### src/rtl/core/sacache_pkg.sv
`timescale 1ns / 1ps
// ----------------------------------------------------------------------------
// Cache directory package
// Shared types and constants of the set-associative cache directory.
// ----------------------------------------------------------------------------
package sacache_pkg;

   localparam int unsigned ADDR_W   = 16;
   localparam int unsigned AGE_W    = 8;
   localparam int unsigned USE_W    = 16;
   localparam int unsigned POLICY_W = 2;
   localparam int unsigned WAYS_W   = 3;
   localparam int unsigned SBITS_W  = 3;
   localparam int unsigned SET_OUT_W = 6;
   localparam int unsigned WAY_OUT_W = 2;
   localparam int unsigned MAX_WAYS_REG = 4;
   localparam int unsigned MAX_SBITS_REG = 6;
   localparam int unsigned CSR_IDX_W = 2;

   typedef enum logic [POLICY_W-1:0] {
      POL_FIFO = 2'd0,
      POL_LRU  = 2'd1,
      POL_LFU  = 2'd2,
      POL_ALT  = 2'd3
   } policy_type;

   typedef enum logic [CSR_IDX_W-1:0] {
      CSR_POLICY = 2'd0,
      CSR_WAYS   = 2'd1,
      CSR_SBITS  = 2'd2,
      CSR_NONE   = 2'd3
   } csr_idx_type;

   typedef enum logic [1:0] {
      ST_IDLE,
      ST_READ,
      ST_HOLD
   } state_type;

endpackage

### src/rtl/core/sacache_victim.sv
`timescale 1ns / 1ps
// ----------------------------------------------------------------------------
// Cache directory way selection
// Hit search, empty search and victim choice over the ways of one set.
// ----------------------------------------------------------------------------
module sacache_victim #(
   parameter int unsigned NUM_WAYS = 4
) (
   input  logic [NUM_WAYS-1:0]                          valid_i,
   input  logic [NUM_WAYS-1:0][sacache_pkg::ADDR_W-1:0] tag_i,
   input  logic [NUM_WAYS-1:0][sacache_pkg::AGE_W-1:0]  age_i,
   input  logic [NUM_WAYS-1:0][sacache_pkg::USE_W-1:0]  use_i,
   input  logic [sacache_pkg::ADDR_W-1:0]               addr_i,
   input  logic [sacache_pkg::WAYS_W-1:0]               ways_i,
   input  sacache_pkg::policy_type                      policy_i,
   input  logic [sacache_pkg::WAY_OUT_W-1:0]            fifo_i,
   output logic                                         hit_o,
   output logic                                         empty_o,
   output logic [sacache_pkg::WAY_OUT_W-1:0]            pick_o
);

   logic [sacache_pkg::WAY_OUT_W-1:0] hit_way;
   logic [sacache_pkg::WAY_OUT_W-1:0] empty_way;
   logic [sacache_pkg::WAY_OUT_W-1:0] lru_way;
   logic [sacache_pkg::WAY_OUT_W-1:0] lfu_way;
   logic [sacache_pkg::AGE_W-1:0]     best_age;
   logic [sacache_pkg::USE_W-1:0]     best_use;
   logic [sacache_pkg::WAY_OUT_W-1:0] fifo_way;

   always_comb begin
      hit_o = 1'b0;
      hit_way = '0;
      empty_o = 1'b0;
      empty_way = '0;
      best_age = age_i[0];
      best_use = use_i[0];
      lru_way = '0;
      lfu_way = '0;
      for (int i = NUM_WAYS - 1; i >= 0; i--) begin
         if (i < 32'(ways_i)) begin
            if (valid_i[i] && tag_i[i] == addr_i) begin
               hit_o = 1'b1;
               hit_way = sacache_pkg::WAY_OUT_W'(i);
            end
            if (!valid_i[i]) begin
               empty_o = 1'b1;
               empty_way = sacache_pkg::WAY_OUT_W'(i);
            end
         end
      end
      for (int i = 1; i < NUM_WAYS; i++) begin
         if (i < 32'(ways_i)) begin
            if (age_i[i] > best_age) begin
               best_age = age_i[i];
               lru_way = sacache_pkg::WAY_OUT_W'(i);
            end
            if (use_i[i] < best_use) begin
               best_use = use_i[i];
               lfu_way = sacache_pkg::WAY_OUT_W'(i);
            end
         end
      end
      fifo_way = (32'(fifo_i) >= 32'(ways_i)) ? '0 : fifo_i;
      if (hit_o) begin
         pick_o = hit_way;
      end else if (empty_o) begin
         pick_o = empty_way;
      end else begin
         case (policy_i)
            sacache_pkg::POL_FIFO: pick_o = fifo_way;
            sacache_pkg::POL_LFU:  pick_o = lfu_way;
            default:               pick_o = lru_way;
         endcase
      end
   end

endmodule

### config.mk
export PLATFORM = sky130hd
export DESIGN_NAME = sacache_victim
export DESIGN_NICKNAME = d
export VERILOG_FILES = /design/src/rtl/core/sacache_pkg.sv /design/src/rtl/core/sacache_victim.sv
export SDC_FILE = /design/constraint.sdc
export NUM_CORES = 1
export LEC_CHECK = 0
export ABC_AREA = 1
export BUFFER_PORTS_ARGS = -buffer_cell sky130_fd_sc_hd__buf_2
export CORE_ASPECT_RATIO = 1.4
export CORE_MARGIN = 2
export CORE_UTILIZATION = 34
export DETAILED_ROUTE_END_ITERATION = 7
export MAX_ROUTING_LAYER = met4
export PLACE_DENSITY = 0.6
export SLEW_MARGIN = 20
export SYNTH_ARGS = -nofsm -noshare
export SYNTH_HDL_FRONTEND = slang
export SYNTH_SLANG_ARGS = --single-unit
### constraint.sdc
create_clock -name vclk -period 10.4
set_input_delay 0.52 -clock vclk [all_inputs]
set_output_delay 0.52 -clock vclk [all_outputs]
set_load 0.01 [all_outputs]
==> results of run 1 <==
[through the flow]
step	hold WS, ns	util (%)	total power, W	worst slack [ns]	instance area, um^2
after floorplan	1.16	-	0.000160	5.29	3640
after global placement	1.53	45.5	0.000249	4.66	4740
after detailed placement	1.54	45.5	0.000253	4.45	4740
after CTS	1.54	45.5	0.000255	4.43	4740
after global routing	1.55	45.5	0.000292	3.84	4740
final	1.55	45.5	0.000253	4.56	4740
[layout make-up]
type	count	area [um^2]
fill	1153	5670
multi-input combinational	535	3220
timing repair buffer	191	956
inverter	103	388
tap	138	173
[metal layers]
metal | up-vias | GRT usage, % | share of wire (%) | wire length (um)
li1 | 2571 | - | - | -
met1 | 2159 | 26.9 | 39 | 5730
met2 | 194 | 48.2 | 52 | 7700
met3 | 24 | 2.55 | 6.3 | 931
met4 | 0 | 6.15 | 2.8 | 408
met5 | - | - | 0 | 0
[final timing paths]
check	from	to	slack, ns	depth (start not counted)
hold / removal	policy_i[0]	pick_o[0]	1.55	7
setup / recovery	use_i[15]	pick_o[1]	4.56	32
[critical path: cells and delay by family]
family                   cells  cell delay, ns
adder cells (fa/ha/maj)      3            0.88
buffers and inverters        4            0.39
AO/OA/AOI/OAI               10            1.56
AND/OR/NAND/NOR             15            1.95
[placed cells by master (no fill, tap or decap)]
master     synthesis  final
a2111oi_0         10     10
a211oi_1           6      6
a21oi_1           34     34
a21oi_2            2      2
a31oi_1            3      3
a41oi_1            1      1
buf_2              0    191
clkinv_2           1      1
ha_1              71     71
inv_1             97     97
inv_2              5      5
nand2_1          162    162
nand2_2            3      3
nand2_4            3      3
nand3_1           14     14
nand3b_1           2      2
nand4_1           23     23
nor2_1            54     54
nor2_2             1      1
nor3_1            14     14
nor3b_1            1      1
nor4_1            13     13
nor4b_1            1      1
o2111ai_1          4      4
o211ai_1           4      4
o21ai_0           68     68
o221ai_1           1      1
o22ai_1            5      5
or2_2             11     11
or3_1              2      2
or4_1              1      1
xnor2_1            6      6
xor2_1            15     15
[kinds of logic (layout without fill, tap and decap cells)]
group           count (synthesis)  in the layout  share of synthesized area (%)
compound gates                138            138                           21.8
xor+xnor                       21             21                           5.06
fa+ha+maj                      71             71                           24.4
buf+inv                       111            294                           11.5
simple gates                  305            305                           37.2
[power by group through the flow]
| stage | registers, W | clock network (W) | logic (W) |
|---|---|---|---|
| 6_report | 0 | 0 | 0.000253 |
| 5_1_grt | 0 | 0 | 0.000292 |
| 4_1_cts | 0 | 0 | 0.000255 |
| 3_5_place_dp | 0 | 0 | 0.000253 |
| 3_3_place_gp | 0 | 0 | 0.000249 |
| 2_1_floorplan | 0 | 0 | 0.000160 |
[synthesized netlist by cell type (all sizes together)]
cell type    n  area [um^2]
o21ai       68          340
o22ai        5         31.3
xnor2        6         52.6
a21oi       36          188
a31oi        3         18.8
inv        102          383
nand3b       2         15.0
or2         11         68.8
nand2      168          661
o211ai       4         30.0
nand3       14         70.1
nor4b        1         8.76
a41oi        1         8.76
nand4       23          144
o2111ai      4         35.0
ha          71          888
or4          1         7.51
nor2        55          209
clkbuf       8         30.0
a211oi       6         45.0
xor2        15          131
o221ai       1         8.76
a2111oi     10         87.6
clkinv       1         5.00
nor4        13         81.3
or3          2         12.5
nor3        14         70.1
nor3b        1         7.51
==> results.py, run 1 <==
metrics = {
    "outcome": {
        "outcome": "completed",
    },
    "logic_synthesis": {
        "syn_nets": 904,
        "ys_seq_area_share_pct": 0,
        "avgSynthCellArea_um2": 5.63,
        "synthCells": 646,
        "yosysWarningCount": 0,
        "synth_area_um2": 3640,
        "netlist-cell-type-count": 33,
    },
    "placed_design": {
        "dp.cells": 967,
        "port_buffers": 191,
        "gp_congestion": 0.954,
        "hpwl_mm": 13.5,
    },
    "clock_network": {
        "cts_resized": 0,
        "postCtsSetupBuffers": 0,
        "cts_hold_buffers": 0,
    },
    "worst_setup_path": {
        "crit_arrival_ns": 5.32,
        "cp-end-kind": "output pin",
        "worstPathRequired_ns": 9.88,
        "cpPeakStageDelay_ns": 0.47,
        "path_class": "in2out",
        "critPathSlowestCell": "nor4_1",
        "worstPathMaxFanout": 33,
        "cpMostUsedCell": "nand2_1",
        "startpoint_type": "primary input",
    },
    "timing": {
        "slew_violations": 0,
        "max_slew.worst_pin.slew_ns": 0.558,
        "finalSetupTns_ns": 0,
        "period_share_pct": 56.1,
        "max-slew-margin-rel_pct": 61.8,
        "period_minus_slack_ns": 5.84,
        "rsz0062_at_grt": "no",
        "setup_viol": 0,
        "final_hold_viol_count": 0,
        "clock.fmax_ghz": 0.171,
    },
    "cells_and_area": {
        "design.seq.count": 0,
        "num_antenna_cells": 0,
        "drive_gt1_share_pct": 26.2,
        "seq_area_um2": 0,
        "syn2layout_area_growth_pct": 30.2,
        "fin_nets": 1089,
        "clock_buffers": 0,
        "stdcell_count": 967,
    },
    "worst_hold_path": {
        "min_path_type": "in2out",
    },
    "routing": {
        "drc": 0,
        "via_count": 4948,
        "viasPerCell": 5.12,
        "drt-initial-drc-count": 192,
        "ant_nets": 0,
        "dr.pass1.iters": 5,
        "wire_per_inst_um": 15.3,
        "routed_wirelength_mm": 14.8,
    },
    "power": {
        "seqPwrFrac_pct": 0,
        "power_leakage_nw": 2.74,
        "p_int_w": 0.000102,
        "ir_drop_uv": 27.7,
        "sw_frac_of_total_pct": 59.6,
        "p_clk_share_pct": 0,
        "p_sw_w": 0.000151,
        "combPwrFrac_pct": 100.0,
        "powerDensity_nw_per_um2": 53.4,
    },
    "floorplan": {
        "io_pins": 191,
        "die-area_um2": 11600,
        "fp.dieH_um": 126,
        "die_x_um": 91.4,
        "core_area_um2": 10400,
        "start_util_pct": 35.0,
        "row_count": 44,
    },
    "job": {
        "maxCapViolations": 0,
    },
    "grt": {
        "grt_pass1_vias": 5008,
        "grt_use_total_pct": 25.0,
        "grt_max_degree": 34,
        "antenna_found_initial": 0,
        "gr-total-overflow": 0,
        "grt_pass1_wl_mm": 23.0,
    },
}
(Power assumes the default switching activity.)
==> run 2: changes to the inputs <==
--- a/config.mk
+++ b/config.mk
@@ -12,7 +12,7 @@
 export CORE_UTILIZATION = 34
 export DETAILED_ROUTE_END_ITERATION = 7
 export MAX_ROUTING_LAYER = met4
-export PLACE_DENSITY = 0.6
+export PLACE_DENSITY = 0.63
 export SLEW_MARGIN = 20
 export SYNTH_ARGS = -nofsm -noshare
 export SYNTH_HDL_FRONTEND = slang
==> constraint.sdc (replaced) <==
create_clock -name vclk -period 5.2
set_input_delay 0.26 -clock vclk [all_inputs]
set_output_delay 0.26 -clock vclk [all_outputs]
set_load 0.01 [all_outputs]
==> run 2 against run 1 <==
  * First-iteration DRC count shrank 22%
  * Via count is 2.4% higher
  * Wire length is 3.9% lower
  * Flip-flop and latch count is the same
  * Critical path depth stayed put
  * Count of clock-buffer cells in the layout did not move
  * Total power increased by 120%
  * Non-clock buffer count rose by 13
  * Final cell count rose by 1.8%
  * Critical endpoint is now pick_o[0]
  * Largest cell class unchanged
==> results.py, run 2 (synthesis results as in run 1) <==
metrics = {
    "worst_setup_path": {
        "crit_cells": 32,
        "worstPathRequired_ns": 4.94,
        "cpMostUsedCell": "nand2_1",
        "critPathBufInv": 4,
        "cpPeakStageDelay_ns": 0.34,
        "crit_family": "compound AO/OA/AOI/OAI gates",
        "worstPathMaxFanout": 5,
        "endpoint": "pick_o[0]",
        "crit_start": "use_i[11]",
        "crit_arrival_ns": 4.63,
        "critPathSlowestCell": "a2111oi_2",
        "startpoint_type": "primary input",
        "cp-end-kind": "output pin",
        "path_class": "in2out",
    },
    "job": {
        "maxCapViolations": 0,
    },
    "grt": {
        "gr-total-overflow": 0,
        "antenna_found_initial": 1,
        "grt_max_degree": 32,
        "grt_use_total_pct": 23.1,
        "grt_pass1_wl_mm": 21.4,
        "grt_pass1_vias": 4914,
    },
    "timing": {
        "period_share_pct": 94.1,
        "final_hold_viol_count": 0,
        "max-slew-margin-rel_pct": 59.7,
        "clock.fmax_ghz": 0.204,
        "setup_viol": 0,
        "slew_violations": 0,
        "period_minus_slack_ns": 4.89,
        "max_slew.worst_pin.slew_ns": 0.590,
        "finalSetupTns_ns": 0,
    },
    "clock_network": {
        "cts_hold_buffers": 0,
    },
    "routing": {
        "drt-initial-drc-count": 150,
        "routed_wirelength_mm": 14.2,
        "via_count": 5065,
        "dr.pass1.iters": 4,
        "wire_per_inst_um": 14.4,
        "ant_nets": 0,
        "viasPerCell": 5.15,
        "drc": 0,
    },
    "cells_and_area": {
        "fill_cells": 1157,
        "final_cell_mix": "190 x buf_2, 153 x nand2_1, 90 x inv_1",
        "syn2layout_area_growth_pct": 41.7,
        "clock_buffers": 0,
        "stdcell_count": 984,
        "drive_gt1_share_pct": 32.7,
        "fin_util_pct": 49.6,
        "seq_area_um2": 0,
        "fin_nets": 1105,
        "mostFrequentLayoutCell": "buf_2",
        "design.seq.count": 0,
    },
    "power": {
        "powerDensity_nw_per_um2": 110,
        "power_leakage_nw": 2.86,
        "ir_drop_uv": 64.4,
        "total_power_w": 0.000569,
    },
    "outcome": {
        "outcome": "completed",
    },
    "worst_hold_path": {
        "min_path_type": "in2out",
    },
    "floorplan": {
        "row_count": 44,
        "io_pins": 191,
        "die-area_um2": 11600,
        "fp.dieH_um": 126,
        "start_util_pct": 35.0,
        "core_area_um2": 10400,
        "die_x_um": 91.4,
    },
    "placed_design": {
        "gp_congestion": 0.976,
        "hpwl_mm": 12.3,
        "dp.cells": 971,
        "port_buffers": 191,
    },
}
-- run 2: changes by cell type in the layout (fill, tap and decap cells not counted), sizes merged --
cell / delta
buf: +13
nand2: +3
clkinv: -1
diode: +1
inv: +1
-- run 2: worst min path at each step --
stage,slack (ns),start,to,cells after the start
2_1_floorplan,0.64,valid_i[0],empty_o,1
3_3_place_gp,0.93,valid_i[0],empty_o,3
3_5_place_dp,0.94,valid_i[0],empty_o,3
4_1_cts,0.94,valid_i[0],empty_o,3
5_1_grt,0.97,valid_i[0],empty_o,3
6_report,0.95,valid_i[0],empty_o,3
-- run 2: report_power, final --
part	switching (W)	total (W)	internal (W)
clock	0	0.0000000000257	0.0000000000257
combinational	0.000327	0.000569	0.000242
sequential	0	0	0
total	0.000327	0.000569	0.000242
-- run 2: final cells by class --
cell class	instances	area, um^2	area share, %
well taps	138	173	3.35
multi-input cells	538	3510	68.0
diodes	1	2.50	0.0485
repair buffers	204	1080	21.0
inverters	103	389	7.55
-- run 2: worst min-delay path: cells and delay by family --
family / cells / cell delay (ns)
buf+inv: 2 / 0.30
compound gates: 1 / 0.13
-- run 2: per-stage QoR --
step	area (um^2)	hold WS, ns	worst slack (ns)
after floorplan	3640	0.644	0.611
after global placement	4770	0.933	0.199
after detailed placement	4770	0.939	0.142
after CTS	4770	0.940	0.126
after global routing	5160	0.966	-0.0618
final	5160	0.945	0.306
-- run 2: what timing repair did --
item                       4_1_cts  5_1_grt
setup endpoints to repair        0        2
buffers inserted                 0        9
gates resized for setup          0       72
-- run 2: layer usage --
metal / vias up / wire, um / share of wire [%] / GRT usage (%)
met5: - / 0 / 0 / -
met1: 2165 / 5400 / 38 / 24.2
met3: 48 / 1020 / 7.2 / 2.32
met4: 0 / 771 / 5.4 / 9.89
met2: 231 / 6990 / 49 / 43.3
li1: 2621 / - / - / -
==> run 3: changes to the inputs <==
--- a/config.mk
+++ b/config.mk
@@ -6,7 +6,7 @@
 export NUM_CORES = 1
 export LEC_CHECK = 0
 export ABC_AREA = 1
-export BUFFER_PORTS_ARGS = -buffer_cell sky130_fd_sc_hd__buf_2
+export BUFFER_PORTS_ARGS = -buffer_cell sky130_fd_sc_hd__buf_4
 export CORE_ASPECT_RATIO = 1.4
 export CORE_MARGIN = 2
 export CORE_UTILIZATION = 34
==> run 3 against run 2 <==
  * Global-route usage grew 3.1 points
  * Largest power group unchanged
  * Largest cell class unchanged
  * Maximum frequency up 4.2%
  * Flip-flop and latch count is the same
  * Final cell count decreased by 1.1%
  * Critical endpoint is now pick_o[1]
  * Highest routed layer unchanged
==> results.py, run 3 (synthesis results as in run 1) <==
metrics = {
    "outcome": {
        "outcome": "completed",
    },
    "cells_and_area": {
        "mostFrequentLayoutCell": "buf_4",
        "stdcell_count": 973,
        "seq_area_um2": 0,
        "final_area_um2": 5320,
        "fin_nets": 1095,
        "num_antenna_cells": 0,
        "clock_buffers": 0,
        "drive_gt1_share_pct": 27.5,
        "design.seq.count": 0,
        "syn2layout_area_growth_pct": 46.3,
        "final_cell_mix": "195 x buf_4, 162 x nand2_1, 96 x inv_1",
    },
    "placed_design": {
        "gp_congestion": 0.992,
        "hpwl_mm": 13.9,
        "place_area_um2": 5230,
        "dp.cells": 969,
        "port_buffers": 191,
        "pre_cts_slack_ns": 0.0615,
    },
    "power": {
        "power_leakage_nw": 2.95,
        "powerDensity_nw_per_um2": 108,
        "seqPwrFrac_pct": 0,
        "combPwrFrac_pct": 100.0,
        "sw_frac_of_total_pct": 55.2,
        "p_sw_w": 0.000317,
        "p_int_w": 0.000257,
        "ir_drop_uv": 52.3,
        "p_clk_share_pct": 0,
    },
    "worst_setup_path": {
        "worstPathRequired_ns": 4.94,
        "crit_arrival_ns": 4.44,
        "path_class": "in2out",
        "cpMostUsedCell": "nand2_1",
        "cpPeakStageDelay_ns": 0.33,
        "startpoint_type": "primary input",
        "critPathSlowestCell": "nor4_4",
        "critPathBufInv": 5,
        "cp-end-kind": "output pin",
        "worstPathMaxFanout": 16,
        "crit_family": "simple AND/OR/NAND/NOR gates",
    },
    "timing": {
        "setup_ws_ns": 0.505,
        "max_slew.worst_pin.slew_ns": 0.585,
        "final_hold_viol_count": 0,
        "period_minus_slack_ns": 4.70,
        "clock.fmax_ghz": 0.213,
        "period_share_pct": 90.3,
        "max-slew-margin-rel_pct": 60.0,
        "slew_violations": 0,
        "setup_viol": 0,
    },
    "floorplan": {
        "fp.dieH_um": 126,
        "row_count": 44,
        "start_util_pct": 35.0,
        "core_area_um2": 10400,
        "die-area_um2": 11600,
        "io_pins": 191,
        "die_x_um": 91.4,
    },
    "routing": {
        "viasPerCell": 5.22,
        "routed_wirelength_mm": 15.5,
        "ant_nets": 0,
        "wire_per_inst_um": 15.9,
        "dr.pass1.iters": 5,
        "drc": 0,
        "drt-initial-drc-count": 216,
        "via_count": 5083,
    },
    "grt": {
        "grt_use_total_pct": 26.2,
        "grt_pass1_wl_mm": 23.9,
        "grt.busiest_layer": "met2",
        "use_met1_pct": 27.5,
        "gr-total-overflow": 0,
        "grtUsageMet2_pct": 50.5,
        "antenna_found_initial": 0,
        "met3_usage_pct": 2.79,
        "grt_max_degree": 32,
        "grt_pass1_vias": 5109,
    },
    "worst_hold_path": {
        "min_path_type": "in2out",
    },
    "job": {
        "maxCapViolations": 0,
    },
    "clock_network": {
        "cts_hold_buffers": 0,
    },
}
==> run 3: per-layer routing <==
metal / wire length (um) / up-vias / share of wire (%)
met1: 5930 / 2234 / 38
met4: 534 / 0 / 3.4
li1: - / 2600 / -
met3: 944 / 31 / 6.1
met2: 8100 / 218 / 52
met5: 0 / - / 0
==> run 3: tightest hold or removal path: cells and delay by family <==
family                 cells  cell delay, ns
buffers and inverters      2            0.30
AOI/OAI and AO/OA          1            0.15
==> run 3: path summary, 6_finish.rpt <==
check	cells after the start	endpoint	slack, ns	start
min	3	empty_o	0.97	valid_i[0]
max	30	pick_o[1]	0.50	use_i[13]
==> run 3: power groups by stage <==
stage	clock network, W	registers, W	logic (W)
6_report	0	0	0.000574
5_1_grt	0	0	0.000652
4_1_cts	0	0	0.000556
3_5_place_dp	0	0	0.000553
3_3_place_gp	0	0	0.000539
2_1_floorplan	0	0	0.000321
==> run 3: cell type report <==
type                            instances  area (um^2)
Fill cell                            1082         5080
Inverter                              103          388
Multi-Input combinational cell        537         3300
Tap cell                              138          173
Timing Repair Buffer                  195         1460
==> run 3: per-stage QoR <==
step	total power [W]	setup TNS, ns	utilization (%)	hold slack (ns)
2_1_floorplan	0.000321	0	-	0.644
3_3_place_gp	0.000539	0	50.3	0.964
3_5_place_dp	0.000553	0	50.3	0.951
4_1_cts	0.000556	0	50.3	0.951
5_1_grt	0.000652	-0.0230	51.2	0.994
6_report	0.000574	0	51.2	0.972
==> run 3: what timing repair did <==
item                                    in CTS  in global routing
gates resized for setup                      0                 24
hold endpoints to repair                     0                  0
buffers inserted                             0                  2
endpoints found under the setup margin       0                  2
